**src/sv/eco_pkg.sv**
```systemverilog
// Shared widths, constants, types and the CORDIC arctangent table for the camera orientation block
package eco_pkg;

	localparam int MW  = 34;       // signed datapath word: Q30 values with headroom
	localparam int PW  = 2 * MW;   // product and accumulator width
	localparam int AW  = 17;       // angle register width, 1/64 degree
	localparam int VW  = 16;       // Q2.14 vector component width
	localparam int L2W = 64;       // squared length width

	localparam int CORDIC_ITERATIONS_DEF = 16;
	localparam int CORDIC_TABLE_LEN      = 24;

	localparam logic signed [MW-1:0] CORDIC_GAIN = MW'(652032874);
	localparam logic signed [MW-1:0] ONE_Q30     = MW'(1073741824);
	localparam logic [VW-1:0]        UNIT_Q14    = VW'(16384);

	typedef logic signed [MW-1:0] word_t;
	typedef logic signed [VW-1:0] comp_t;
	typedef word_t wvec_t [3];
	typedef comp_t cvec_t [3];

	// arctangent of 2^-i as a binary angle, full turn = 2^32
	function automatic word_t atan_entry(input logic [4:0] idx);
		word_t v;
		case (idx)
			5'd0:  v = MW'(32'h2000_0000);
			5'd1:  v = MW'(32'h12E4_051E);
			5'd2:  v = MW'(32'h09FB_385B);
			5'd3:  v = MW'(32'h0511_11D4);
			5'd4:  v = MW'(32'h028B_0D43);
			5'd5:  v = MW'(32'h0145_D7E1);
			5'd6:  v = MW'(32'h00A2_F61E);
			5'd7:  v = MW'(32'h0051_7C55);
			5'd8:  v = MW'(32'h0028_BE53);
			5'd9:  v = MW'(32'h0014_5F2F);
			5'd10: v = MW'(32'h000A_2F98);
			5'd11: v = MW'(32'h0005_17CC);
			5'd12: v = MW'(32'h0002_8BE6);
			5'd13: v = MW'(32'h0001_45F3);
			5'd14: v = MW'(32'h0000_A2FA);
			5'd15: v = MW'(32'h0000_517D);
			5'd16: v = MW'(32'h0000_28BE);
			5'd17: v = MW'(32'h0000_145F);
			5'd18: v = MW'(32'h0000_0A30);
			5'd19: v = MW'(32'h0000_0518);
			5'd20: v = MW'(32'h0000_028C);
			5'd21: v = MW'(32'h0000_0146);
			5'd22: v = MW'(32'h0000_00A3);
			5'd23: v = MW'(32'h0000_0051);
			default: v = '0;
		endcase
		return v;
	endfunction

endpackage

```
**src/sv/eco_norm.sv**
```systemverilog
// Vector normalizer: bit-serial square root of the squared length, then one long division per component
module eco_norm (
	input  logic                      clk,
	input  logic                      arst_n,
	input  logic                      start,
	input  logic [eco_pkg::L2W-1:0]   len2,
	input  eco_pkg::wvec_t            vin,
	output logic                      done,
	output eco_pkg::cvec_t            vout
);
	import eco_pkg::*;

	localparam int QB  = 15;            // quotient bits, covers 0..16384
	localparam int CW  = $clog2(QB);
	localparam int LW  = L2W / 2;       // square root width
	localparam int RW  = MW + 14;       // |v| * 2^14 + len / 2

	typedef enum logic [2:0] {N_IDLE, N_SQRT, N_DSET, N_DIV, N_DWR} nstate_t;

	nstate_t          state_q;
	logic [L2W-1:0]   rad_q, res_q, bit_q;
	wvec_t            vec_q;
	logic [1:0]       idx_q;
	logic [CW-1:0]    cnt_q;
	logic [RW-1:0]    rem_q, dsr_q;
	logic [QB-1:0]    quo_q;
	logic             neg_q, zero_q;

	logic [L2W-1:0]   trial;
	logic [LW-1:0]    len;
	logic [MW-1:0]    mag;
	logic [QB-1:0]    qsat;

	// square root trial value, current length and magnitude of the selected component
	assign trial = res_q + bit_q;
	assign len   = res_q[LW-1:0];
	assign mag   = vec_q[idx_q][MW-1] ? MW'(-vec_q[idx_q]) : MW'(vec_q[idx_q]);
	assign qsat  = (quo_q > QB'(UNIT_Q14)) ? QB'(UNIT_Q14) : quo_q;

	always_ff @(posedge clk or negedge arst_n) begin
		if (!arst_n) begin
			state_q <= N_IDLE;
			done    <= 1'b0;
			idx_q   <= '0;
			cnt_q   <= '0;
		end else begin
			// flag completion as the last component is written
			done <= (state_q == N_DWR) && (idx_q == 2'd2);
			case (state_q)
				N_IDLE: begin
					// latch the vector and its squared length
					if (start) begin
						rad_q   <= len2;
						res_q   <= '0;
						bit_q   <= L2W'(1) << (L2W - 2);
						vec_q   <= vin;
						idx_q   <= '0;
						state_q <= N_SQRT;
					end
				end
				N_SQRT: begin
					// one result bit per cycle
					if (rad_q >= trial) begin
						rad_q <= rad_q - trial;
						res_q <= (res_q >> 1) + bit_q;
					end else begin
						res_q <= res_q >> 1;
					end
					bit_q <= bit_q >> 2;
					if (bit_q[0]) begin
						state_q <= N_DSET;
					end
				end
				N_DSET: begin
					// dividend |v| * 2^14 + len / 2, divisor aligned to the top quotient bit
					rem_q   <= (RW'(mag) << 14) + RW'(len >> 1);
					dsr_q   <= RW'(len) << (QB - 1);
					neg_q   <= vec_q[idx_q][MW-1];
					zero_q  <= (len == '0);
					quo_q   <= '0;
					cnt_q   <= '0;
					state_q <= N_DIV;
				end
				N_DIV: begin
					// restoring division, one quotient bit per cycle
					if (rem_q >= dsr_q) begin
						rem_q <= rem_q - dsr_q;
					end
					quo_q <= {quo_q[QB-2:0], (rem_q >= dsr_q)};
					dsr_q <= dsr_q >> 1;
					cnt_q <= cnt_q + 1'b1;
					if (cnt_q == CW'(QB - 1)) begin
						state_q <= N_DWR;
					end
				end
				N_DWR: begin
					// saturate, restore the sign (zero for a zero length), advance to the next component or return to idle
					if (zero_q) begin
						vout[idx_q] <= '0;
					end else if (neg_q) begin
						vout[idx_q] <= -VW'(qsat);
					end else begin
						vout[idx_q] <= VW'(qsat);
					end
					if (idx_q == 2'd2) begin
						state_q <= N_IDLE;
					end else begin
						idx_q   <= idx_q + 1'b1;
						state_q <= N_DSET;
					end
				end
				default: begin
					state_q <= N_IDLE;
				end
			endcase
		end
	end

endmodule

```
**config.mk**
```make
export PLATFORM = sky130hd
export DESIGN_NAME = eco_norm
export DESIGN_NICKNAME = d
export VERILOG_FILES = /design/src/sv/eco_pkg.sv /design/src/sv/eco_norm.sv
export SDC_FILE = /design/constraint.sdc
export NUM_CORES = 1
export LEC_CHECK = 0
export CAP_MARGIN = 5
export CORE_MARGIN = 2
export CORE_UTILIZATION = 35
export CTS_BUF_LIST = sky130_fd_sc_hd__clkbuf_2 sky130_fd_sc_hd__clkbuf_4 sky130_fd_sc_hd__clkbuf_8
export DETAILED_ROUTE_END_ITERATION = 6
export DONT_BUFFER_PORTS = 1
export GPL_TIMING_DRIVEN = 0
export SETUP_SLACK_MARGIN = 0.02
export SLEW_MARGIN = 20
export SYNTH_ARGS = -nofsm -noshare
export SYNTH_HDL_FRONTEND = slang
export SYNTH_SLANG_ARGS = --single-unit
```
**constraint.sdc**
```tcl
create_clock -name clk -period 16 [get_ports clk]
set_clock_uncertainty 0.1 [all_clocks]
set_input_delay 0 -clock clk [delete_from_list [all_inputs] [get_ports clk]]
set_output_delay 0 -clock clk [all_outputs]
set_load 0.005 [all_outputs]
```
After elaboration in Yosys (flattened, before gate mapping) --
Index checks and enable logic that the tools add are counted.
Operators by class: reductions and logical operators 16, add/subtract/negate cells 9, eq/ne operators 12, multipliers 0, shift operators 0, div/mod/pow operators 0, muxes and demuxes 32, bitwise logic cells 3, magnitude comparators 5
Operators with widths (count):
- one-hot mux 64 bit (2 select lines) | 3
- two-way mux 64 bit | 5
- one-hot mux 48 bit (2 select lines) | 2
- two-way mux 48 bit | 3
- two-way mux 34 bit | 3
- bitwise mux 48 bit | 2
- binary-select mux 34 bit (select 2 bit) | 1
- adder 63 x 64 -> 64 bit | 1
- adder 64 bit | 1
- greater-or-equal comparator 64 bit | 1
- subtractor 64 bit | 1
- adder 48 x 31 -> 48 bit | 1
- bitwise AND 48 bit | 1
- greater-or-equal comparator 48 bit | 1
- inverter 48 bit | 1
- subtractor 48 bit | 1
- negation 34 bit | 1
- demux 16 bit (select 2 bit) | 1
- logical NOT 32 bit | 1
- one-hot mux 15 bit (2 select lines) | 1
- two-way mux 16 bit | 1
- negation 15 -> 16 bit | 1
- > comparator 15 bit (second input constant) | 1
- two-way mux 15 bit | 1
- other kinds (22) | 41
Word-level totals: logic and storage cells 95, memories kept 0, bits in registers 465, latch bits 0, output and inout bits 49, input bits 169, RAM bits 0, ROM bits 0

Logic depth before layout (Yosys ltp) --
Gate-level depths: netlist of run 1.
depth after elaboration 8, mapped depth 30, gate-level depth less buffers 29

Worst setup path before layout of run 1 --
No wires, ideal clock.
path kind register to register, start point register state_q[0], end point register vec_q[0] in the netlist's numbering, enable pin, required time 15.051 ns, data arrival time 11.229 ns, slack 3.822 ns, period minus slack after synthesis 12.178 ns, buffers on the path 2, setup time 0.849 ns, cell stages (with the launch flop) 4, cells stage by stage dfrtp_1 -> clkbuf_1 -> clkbuf_1 -> nor4b_1
Between the ends: cells in the longest elaborated chain, start to end 2
RTL lines:
- start: declaration | RTL line eco_norm.sv:20 | nstate_t state_q;
- start signal: assignment | RTL line eco_norm.sv:42 | state_q <= N_IDLE;
- start signal: assignment | RTL line eco_norm.sv:58 | state_q <= N_SQRT;
- start signal: assignment | RTL line eco_norm.sv:71 | state_q <= N_DSET;
- logical NOT 3 bit | RTL line eco_norm.sv:49 | case (state_q)
- AND reduction 3 bit (no line)
- end signal: assignment | RTL line eco_norm.sv:56 | vec_q <= vin;
- end: declaration | RTL line eco_norm.sv:22 | wvec_t vec_q;
Every way passes these cells. A chain may end at the register's enable or synchronous reset.

Worst setup path in the final report of run 1 --
start point register res_q[2], end point register rad_q[52], enable pin
Between the ends: cells in the longest elaborated chain, start to end 4
RTL lines:
- start: declaration | RTL line eco_norm.sv:21 | logic [L2W-1:0] rad_q, res_q, bit_q;
- start signal: assignment | RTL line eco_norm.sv:65 | res_q <= (res_q >> 1) + bit_q;
- start signal: assignment | RTL line eco_norm.sv:67 | res_q <= res_q >> 1;
- adder 64 bit | RTL line eco_norm.sv:35 | assign trial = res_q + bit_q;
- greater-or-equal comparator 64 bit | RTL line eco_norm.sv:63 | if (rad_q >= trial) begin
- inequality test 2 bit (no line)
- AND reduction 4 bit (no line)
- end signal: assignment | RTL line eco_norm.sv:53 | rad_q <= len2;
- end signal: assignment | RTL line eco_norm.sv:64 | rad_q <= rad_q - trial;
- end: declaration | RTL line eco_norm.sv:21
Every way passes these cells.

==> flow_summary.yaml, run 1 <==
job:
  maxCapViolCount: 0
sta:
  finalWorstSetupSlack_ns: 7.02
  hold_violations: 0
  grt_setup_unrepaired: "no"
  holdWs_ns: 0.184
  relSlewSlack_pct: 23.9
  finalCriticalPeriod_ns: 8.98
  maxSlewViolCount: 0
  fin_crit_sh_pct: 56.1
  setup_viol: 0
  fmax_ghz: 0.111
  worst_pin_slew_ns: 1.11
worst_setup_path:
  cpPeakStageDelay_ns: 0.76
  end_kind: "register"
  crit_path_start_kind: "register"
  crit_type: "register to register"
  crit_slowest_cell: "nor4b_1"
  worstPathArrival_ns: 9.25
  critPathMaxFanout: 47
  r2r_setup_slack_ns: 7.02
  reg2reg_to: "rad_q[52]"
  reg2reg_depth: 26
  crit_required_ns: 16.27
  worstSetupStartpoint: "res_q[2]"
  regToRegStartpoint: "res_q[2]"
cells_and_area:
  finalNonFillerCells: 4724
  fillCellCount: 8237
  drive_gt1_share_pct: 7.05
  mostFrequentLayoutCells: "edfxtp_1, dlygate4sd3_1, nand2_1"
  mostFrequentLayoutCell: "edfxtp_1"
  final_core_util_pct: 43.2
  nNetsFinal: 3882
  syn2layout_area_growth_pct: 22.8
drt:
  drt_iter0_drc: 1853
  avgViaCountPerCell: 5.33
  drc: 0
  avgRoutedWirePerCell_um: 18.8
  firstDrtPassIters: 6
  vias: 25200
  ant_nets: 0
  finalWirelength_mm: 88.7
cts:
  cts_tree: "yes"
  post-cts-setup-buffer-count: 0
  cts_made_buffers: 82
  clk_path_buf_depth: 3
  cts.clk_slew.worst_paths_ns: 0.06
  clock_latency_ns: 0.72
  htree_levels: 3
  clockRootBuffer: "clkbuf_8"
  cts.sinks: 431
global_route:
  grt_pass1_wl_mm: 136
  grt_pass1_vias: 24100
  grt_max_degree: 54
  antenna_found_initial: 2
  overflow: 0
  grt_util_all_layers_pct: 19.8
place:
  globalplace.congestion: 0.895
  dp_hpwl_mm: 63.5
  dp_slack_ns: 7.24
  dp.cells: 4234
  portBuffers: 0
synth:
  synth_fp_nets: 3430
  ys_types: 99
  syn_area_per_cell_um2: 9.77
  synth-edff-count: 421
  synth_seq_area_share_pct: 43.2
  synth_cells: 3058
  yosysTopAreaCell: "edfxtp_1"
  yosysWarnings: 0
  netlist_area_um2: 29900
  synth_top_area_share_pct: 42.3
  synthFlopType: "edfxtp_1"
  ys_async_sr_fraction_pct: 2.32
  ys_ff_latch: 431
  synth_area_leaders: "edfxtp_1, ha_1, xor2_1"
power_and_ir_drop:
  power.density_nw_per_um2: 169
  ir_worst_vdd_v: 0.0000916
  power_w: 0.00619
  power.leakage_nw: 13.8
floorplan:
  rows: 107
  num_io_pins: 218
  die_w_um: 296
  coreArea_um2: 84900
  die_area_um2: 87700
  initial_utilization_pct: 35.2
  die_h_um: 296
hold_path:
  worstHoldStart: "start"
  hold_class: "primary input to register"
  min_to: "idx_q[0]"
  min_path_cells: 3
outcome:
  outcome: "finished clean"
flip-flops by register name (all words and copies together), names as in the netlist:
register and count:
done 1, cnt_q 4, bit_q 32, neg_q 1, state_q 3, rad_q 64
rem_q 48, quo_q 15, zero_q 1, dsr_q 46, vout 48, res_q 64
vec_q 102, idx_q 2
report_power, final:
part | total, W | internal, W | leakage (nW) | switching, W
Sequential | 0.00175 | 0.00162 | 4.04 | 0.000129
Clock | 0.00114 | 0.000601 | 0.859 | 0.000536
Combinational | 0.00330 | 0.00131 | 8.93 | 0.00200
Total | 0.00619 | 0.00353 | 13.8 | 0.00266
final cells by class:
| type | count | area (um^2) | area share [%] |
|---|---|---|---|
| repair buffers | 368 | 3680 | 10.0 |
| flip-flops and latches | 431 | 12900 | 35.2 |
| clock inverters | 46 | 352 | 0.959 |
| clock buffers | 104 | 1290 | 3.53 |
| multi-input cells | 2391 | 16000 | 43.5 |
| plain buffers | 141 | 698 | 1.90 |
| diodes | 4 | 10.0 | 0.0273 |
| well taps | 1144 | 1430 | 3.90 |
| inverters | 95 | 357 | 0.972 |
metrics by stage:
step	area [um^2]	setup TNS [ns]
floorplan	29900	0
global placement	31300	-75.37
detailed placement	31700	0
CTS	36700	0
global route	36700	0
finish	36700	0
critical path: cells and delay by family (launching register included):
kind | cells | cell delay [ns]
compound gates | 12 | 3.66
fa+ha+maj | 2 | 0.66
flops | 1 | 0.49
simple gates | 7 | 1.70
xor+xnor | 1 | 0.17
buf+inv | 4 | 1.80
timing repair:
| item | CTS | global route |
|---|---|---|
| resized for setup | 0 | 0 |
| hold buffers | 336 | 0 |
| endpoints found under the hold margin | 395 | 0 |
cells in the mapped netlist (34+ instances only):
library cell / n
xnor2_1: 123
o21bai_1: 36
and3_1: 34
o21ai_0: 255
ha_1: 200
a21oi_1: 180
and2_1: 57
nand2b_1: 36
a22o_1: 51
xor2_1: 153
a31oi_1: 67
nand3_1: 65
edfxtp_1: 421
nand2_1: 335
mux2i_1: 39
nor2_1: 232
nor2b_1: 50
nor3_1: 43
a21o_1: 79
a211oi_1: 35
inv_1: 95
clkbuf_1: 106
cells by family after synthesis:
logic type	count (synthesis)	synth area share [%]
adder cells (fa/ha/maj)	203	8.58
AO/OA/AOI/OAI	900	19.5
AND/OR/NAND/NOR	968	15.6
flip-flops	431	43.2
XOR/XNOR	279	8.25
buffers and inverters	236	3.53
multiplexers	41	1.39
worst max path at each step:
stage	endpoint	slack, ns	cells past startpoint
floorplan	vec_q[0]	3.82	3
global placement	vec_q[10]	-0.75	3
detailed placement	rad_q[53]	7.24	26
CTS	rad_q[33]	7.23	26
global route	rad_q[53]	6.47	27
finish	rad_q[52]	7.02	26
routing by layer:
layer | track usage, % | vias up | wire length [um]
li1 | - | 12200 | -
met1 | 25.7 | 12100 | 39100
met2 | 33.5 | 709 | 42700
met3 | 3.07 | 149 | 4410
met4 | 6.75 | 0 | 2520
met5 | 0 | - | 0
(Power assumes the default switching activity.)
==> run 2, diff against run 1 <==
- clock period: 16 -> 8.47 ns (I/O delays scaled with it)
==> run 2 against run 1 <==
  * Critical path depth is the same
  * Via count shrank 0.17%
  * Fmax grew 13%
  * Clock power grew 110%
==> flow_summary.yaml, run 2 (synthesis results as in run 1) <==
sta:
  finalCriticalPeriod_ns: 7.94
  hold_violations: 0
  grt_setup_unrepaired: "no"
  relSlewSlack_pct: 35.8
  finalWorstSetupSlack_ns: 0.526
  maxSlewViolCount: 0
  fin_crit_sh_pct: 93.8
  worst_pin_slew_ns: 0.939
  fmax_ghz: 0.126
  setup_viol: 0
floorplan:
  die_area_um2: 87700
  initial_utilization_pct: 35.2
  num_io_pins: 218
  rows: 107
  die_w_um: 296
  coreArea_um2: 84900
  die_h_um: 296
cells_and_area:
  stdcell_area_um2: 36800
  drive_gt1_share_pct: 6.88
  regArea_um2: 12900
  reg_top3: "vec_q x102, rad_q x64, res_q x64"
  nNetsFinal: 3868
  finalNonFillerCells: 4709
  fillCellCount: 8173
  largest-register: "vec_q"
  mostFrequentLayoutCells: "edfxtp_1, nand2_1, dlygate4sd3_1"
  final_core_util_pct: 43.4
  syn2layout_area_growth_pct: 23.3
  mostFrequentLayoutCell: "edfxtp_1"
  multiInputGateArea_um2: 16000
  largest_register_ffs: 102
cts:
  cts.clk_slew.worst_paths_ns: 0.06
  cts_made_buffers: 82
  clk_path_buf_depth: 3
  htree_levels: 3
  cts_tree: "yes"
  clock_latency_ns: 0.73
  cts.sinks: 431
  clockRootBuffer: "clkbuf_8"
outcome:
  outcome: "finished clean"
drt:
  drt_iter0_drc: 1845
  finalWirelength_mm: 89.5
  avgRoutedWirePerCell_um: 19.0
  avgViaCountPerCell: 5.33
  drc: 0
  ant_nets: 0
  firstDrtPassIters: 5
  vias: 25100
hold_path:
  min_to: "vout[36]"
  hold_class: "primary input to register"
  worstHoldStart: "arst_n"
  min_path_cells: 2
worst_setup_path:
  crit_path_start_kind: "register"
  reg2reg_depth: 26
  reg2reg_to: "rad_q[33]"
  crit_type: "register to register"
  critPathMaxFanout: 47
  worstPathArrival_ns: 8.22
  r2r_setup_slack_ns: 0.53
  regToRegStartpoint: "res_q[2]"
  end_kind: "register"
  crit_required_ns: 8.75
place:
  dp.cells: 4221
  dp_slack_ns: -0.237
  placed_area_um2: 31600
  globalplace.congestion: 0.891
  portBuffers: 0
  dp_hpwl_mm: 63.7
global_route:
  grt_max_degree: 48
  overflow: 0
  grt_pass1_wl_mm: 138
  grt_pass1_vias: 24600
  grt_util_all_layers_pct: 20.1
  antenna_found_initial: 1
job:
  maxCapViolCount: 0
power_and_ir_drop:
  ir_worst_vdd_v: 0.000168
  power.density_nw_per_um2: 324
  power.leakage_nw: 13.9
  power_w: 0.0119
-- run 2: changes by cell type in the layout (fill, tap and decap cells not counted), moves of 3 or more --
cell       previous run  this run
buf_2                19        12
buf_4                20         5
buf_6                 7        10
buf_8                 3         9
bufinv_16             4         9
clkbuf_8             87        93
clkinv_2             13         8
-- run 2: routing by layer --
layer	vias to the layer above	routed length [um]	global-route usage, %
met3	187	4170	3.12
met5	-	0	0
met4	0	3120	7.71
met1	12000	39600	26.0
li1	12200	-	-
met2	656	42600	33.7
-- run 2: critical path: stages, from the launching register on --
cell      delay (ns)
edfxtp_1        0.50
ha_1            0.38
a31oi_1         0.28
nor2_1          0.10
o311ai_1        0.50
a21oi_1         0.19
a31oi_1         0.28
nor2b_1         0.07
nor2_1          0.27
o21ai_0         0.22
a21oi_1         0.30
o31ai_1         0.12
xnor2_1         0.17
ha_1            0.28
clkbuf_1        0.31
nand2_1         0.21
nor4b_2         0.51
o311a_1         0.38
o21a_1          0.20
nor3_1          0.07
nor2_1          0.22
a41o_1          0.25
o221a_2         0.23
clkbuf_2        0.32
clkbuf_2        0.40
o21a_4          0.39
buf_16          0.30
-- run 2: worst max-delay path by stage --
stage               startpoint         to  slack, ns  depth (start not counted)
global placement      res_q[2]  rad_q[53]      -2.04                         25
detailed placement    res_q[2]  rad_q[53]      -0.24                         26
CTS                   res_q[2]  rad_q[33]       0.17                         26
global route          res_q[2]  rad_q[33]       0.06                         27
finish                res_q[2]  rad_q[33]       0.53                         26
floorplan             res_q[2]   rad_q[0]       1.12                         25
-- run 2: where the power goes --
part	total (W)	internal [W]	switching, W	leakage, nW
clock	0.00234	0.00134	0.00101	0.942
combinational	0.00627	0.00247	0.00380	8.88
sequential	0.00330	0.00306	0.000242	4.04
total	0.0119	0.00687	0.00505	13.9
-- run 2: layout make-up --
cell class / instances / share of cell area (%)
plain buffers: 141 / 1.90
clock buffers: 110 / 3.74
diodes: 2 / 0.0136
inverters: 95 / 0.968
repair buffers: 354 / 9.89
clock inverters: 41 / 1.18
well taps: 1144 / 3.89
flip-flops and latches: 431 / 35.0
multi-input cells: 2391 / 43.4
-- run 2: through the flow --
| stage | hold WS, ns | TNS (ns) |
|---|---|---|
| finish | 0.0509 | 0 |
| floorplan | -0.396 | 0 |
| detailed placement | -0.395 | -10.73 |
| CTS | 0.00582 | 0 |
| global placement | -0.395 | -302.40 |
| global route | 0.0648 | 0 |
-- run 2: timing repair --
item	CTS	global route
pin swaps	0	0
hold buffers	335	0
gates cloned	0	0
endpoints found under the setup margin	51	91
hold endpoints to repair	393	0
setup buffers	0	0
gates resized for setup	2	3
==> run 3, diff against run 2 <==
- CELL_PAD_IN_SITES_DETAIL_PLACEMENT: default -> 1
- CELL_PAD_IN_SITES_GLOBAL_PLACEMENT: default -> 1
- GPL_TIMING_DRIVEN: 0 -> 1
- PLACE_DENSITY_LB_ADDON: default -> 0.1
- RECOVER_POWER: default -> 50
==> run 3 against run 2 <==
  * The run now ends with capacitance limit, slew limit left
  * Sequential cell count did not move
  * Combinational power is 1% lower
  * Routed wire length is 8.2% higher
  * Critical path depth shrank 3
  * Via count is 1.1% lower
  * Setup slack better by 0.27 ns
  * Fmax increased by 3.5%
  * Sequential share of layout area grew 0.69 points
  * Die area is the same
  * Global-route usage grew 2.0 points
  * Clock power grew 4%
  * Cell count down 2.5%
  * Critical path type unchanged
  * Largest cell class unchanged
  * Highest routed layer unchanged
==> flow_summary.yaml, run 3 (synthesis results as in run 1) <==
place:
  portBuffers: 0
  dp.cells: 4089
  globalplace.congestion: 0.850
  dp_hpwl_mm: 67.4
cells_and_area:
  syn2layout_area_growth_pct: 20.9
  multiInputGateArea_um2: 16000
  finalNonFillerCells: 4590
  drive_gt1_share_pct: 6.77
  largest-register: "vec_q"
  regArea_um2: 12900
  mostFrequentLayoutCells: "edfxtp_1, dlygate4sd3_1, nand2_1"
  largest_register_ffs: 102
  mostFrequentLayoutCell: "edfxtp_1"
  reg_top3: "vec_q x102, rad_q x64, res_q x64"
  nNetsFinal: 3743
  fillCellCount: 9498
power_and_ir_drop:
  ir_worst_vdd_v: 0.000177
  power.density_nw_per_um2: 332
  power.leakage_nw: 13.6
outcome:
  outcome: "finished with violations"
  violations: "capacitance limit, slew limit"
cts:
  cts.sinks: 431
  clk_path_buf_depth: 3
  clockRootBuffer: "clkbuf_8"
  cts_tree: "yes"
  cts.clk_slew.worst_paths_ns: 0.06
  clock_latency_ns: 0.76
  cts_made_buffers: 88
  htree_levels: 3
  cts-resized-gates: 0
worst_setup_path:
  reg2reg_to: "res_q[3]"
  crit_required_ns: 8.80
  worstPathArrival_ns: 8.00
  r2r_setup_slack_ns: 0.79
  regToRegStartpoint: "res_q[2]"
  crit_path_start_kind: "register"
  critPathMaxFanout: 33
  reg2reg_depth: 23
  end_kind: "register"
  crit_type: "register to register"
floorplan:
  coreArea_um2: 84900
  rows: 107
  initial_utilization_pct: 35.2
  die_w_um: 296
  die_area_um2: 87700
  die_h_um: 296
  num_io_pins: 218
drt:
  ant_nets: 0
  avgViaCountPerCell: 5.41
  avgRoutedWirePerCell_um: 21.1
  drt_iter0_drc: 1232
  finalWirelength_mm: 96.9
  vias: 24800
  drc: 0
  firstDrtPassIters: 5
sta:
  setup_tns_ns: 0
  grt_setup_unrepaired: "no"
  hold_violations: 0
  finalCriticalPeriod_ns: 7.68
  fin_crit_sh_pct: 90.7
  holdWs_ns: 0.136
  worst_pin_slew_ns: 3.71
  maxSlewViolCount: 257
  fmax_ghz: 0.130
  relSlewSlack_pct: -148
  setup_viol: 0
global_route:
  grt_pass1_vias: 26600
  grt_max_degree: 113
  grt_util_all_layers_pct: 22.1
  grt_pass1_wl_mm: 153
  antenna_found_initial: 2
  overflow: 0
job:
  maxCapViolCount: 6
hold_path:
  hold_class: "primary input to asynchronous set/reset pin"
-- run 3: through the flow --
step / area [um^2] / power [W] / setup slack, ns / utilization, %
4_1_cts: 36200 / 0.0121 / 0.857 / 42.6
6_report: 36100 / 0.0120 / 0.792 / 42.6
3_3_place_gp: 30900 / 0.00919 / 1.03 / 36.4
3_5_place_dp: 30900 / 0.00935 / 0.892 / 36.4
2_1_floorplan: 29900 / 0.00774 / 1.12 / -
5_1_grt: 36100 / 0.0130 / 0.110 / 42.6
-- run 3: area by class of cell --
| cell class | instances | share of cell area [%] |
|---|---|---|
| multi-input combinational | 2391 | 44.2 |
| tap | 1144 | 3.96 |
| timing repair buffer | 364 | 9.88 |
| clock inverter | 40 | 1.15 |
| inverter | 95 | 0.994 |
| antenna | 2 | 0.0139 |
| clock buffer | 123 | 4.10 |
| sequential | 431 | 35.7 |
-- run 3: worst max-delay path by stage --
stage / from / to / slack [ns] / depth (start not counted)
floorplan: res_q[2] / rad_q[0] / 1.12 / 25
global placement: res_q[2] / res_q[3] / 1.03 / 25
detailed placement: res_q[2] / res_q[25] / 0.89 / 26
CTS: res_q[2] / res_q[3] / 0.86 / 25
global route: idx_q[1] / rem_q[40] / 0.11 / 20
finish: res_q[2] / res_q[3] / 0.79 / 23
-- run 3: critical path, cell delays in order, from the launching register on --
cell,delay (ns)
edfxtp_1,0.46
ha_1,0.37
a31oi_1,0.28
nor2_1,0.10
o311ai_0,0.71
a2111oi_0,0.39
nor4_1,0.47
nor2b_1,0.16
a21boi_0,0.32
o21ai_0,0.19
xnor2_1,0.17
ha_1,0.41
nand2_1,0.14
nor4b_1,0.52
o311a_1,0.30
o21a_1,0.21
nor3_1,0.08
nor2_1,0.19
a41o_1,0.25
o221a_2,0.79
buf_4,0.36
nor2b_1,0.19
xnor2_1,0.14
nor2_1,0.05
-- run 3: where the power goes --
part / internal, W / switching (W)
Clock: 0.00136 / 0.00108
Combinational: 0.00239 / 0.00379
Sequential: 0.00307 / 0.000290
Total: 0.00682 / 0.00516
-- run 3: repair_timing --
action                                 in CTS  in global routing
endpoints found under the hold margin     356                  0
hold buffers                              336                  0
setup buffers                               0                  0
-- run 3: routing by layer --
metal	vias to the layer above	GRT usage [%]	part of all wire, %
li1	12000	-	-
met1	12300	28.3	45
met2	431	38.3	49
met3	145	3.15	3.6
met4	0	7.29	2.7
met5	-	0	0
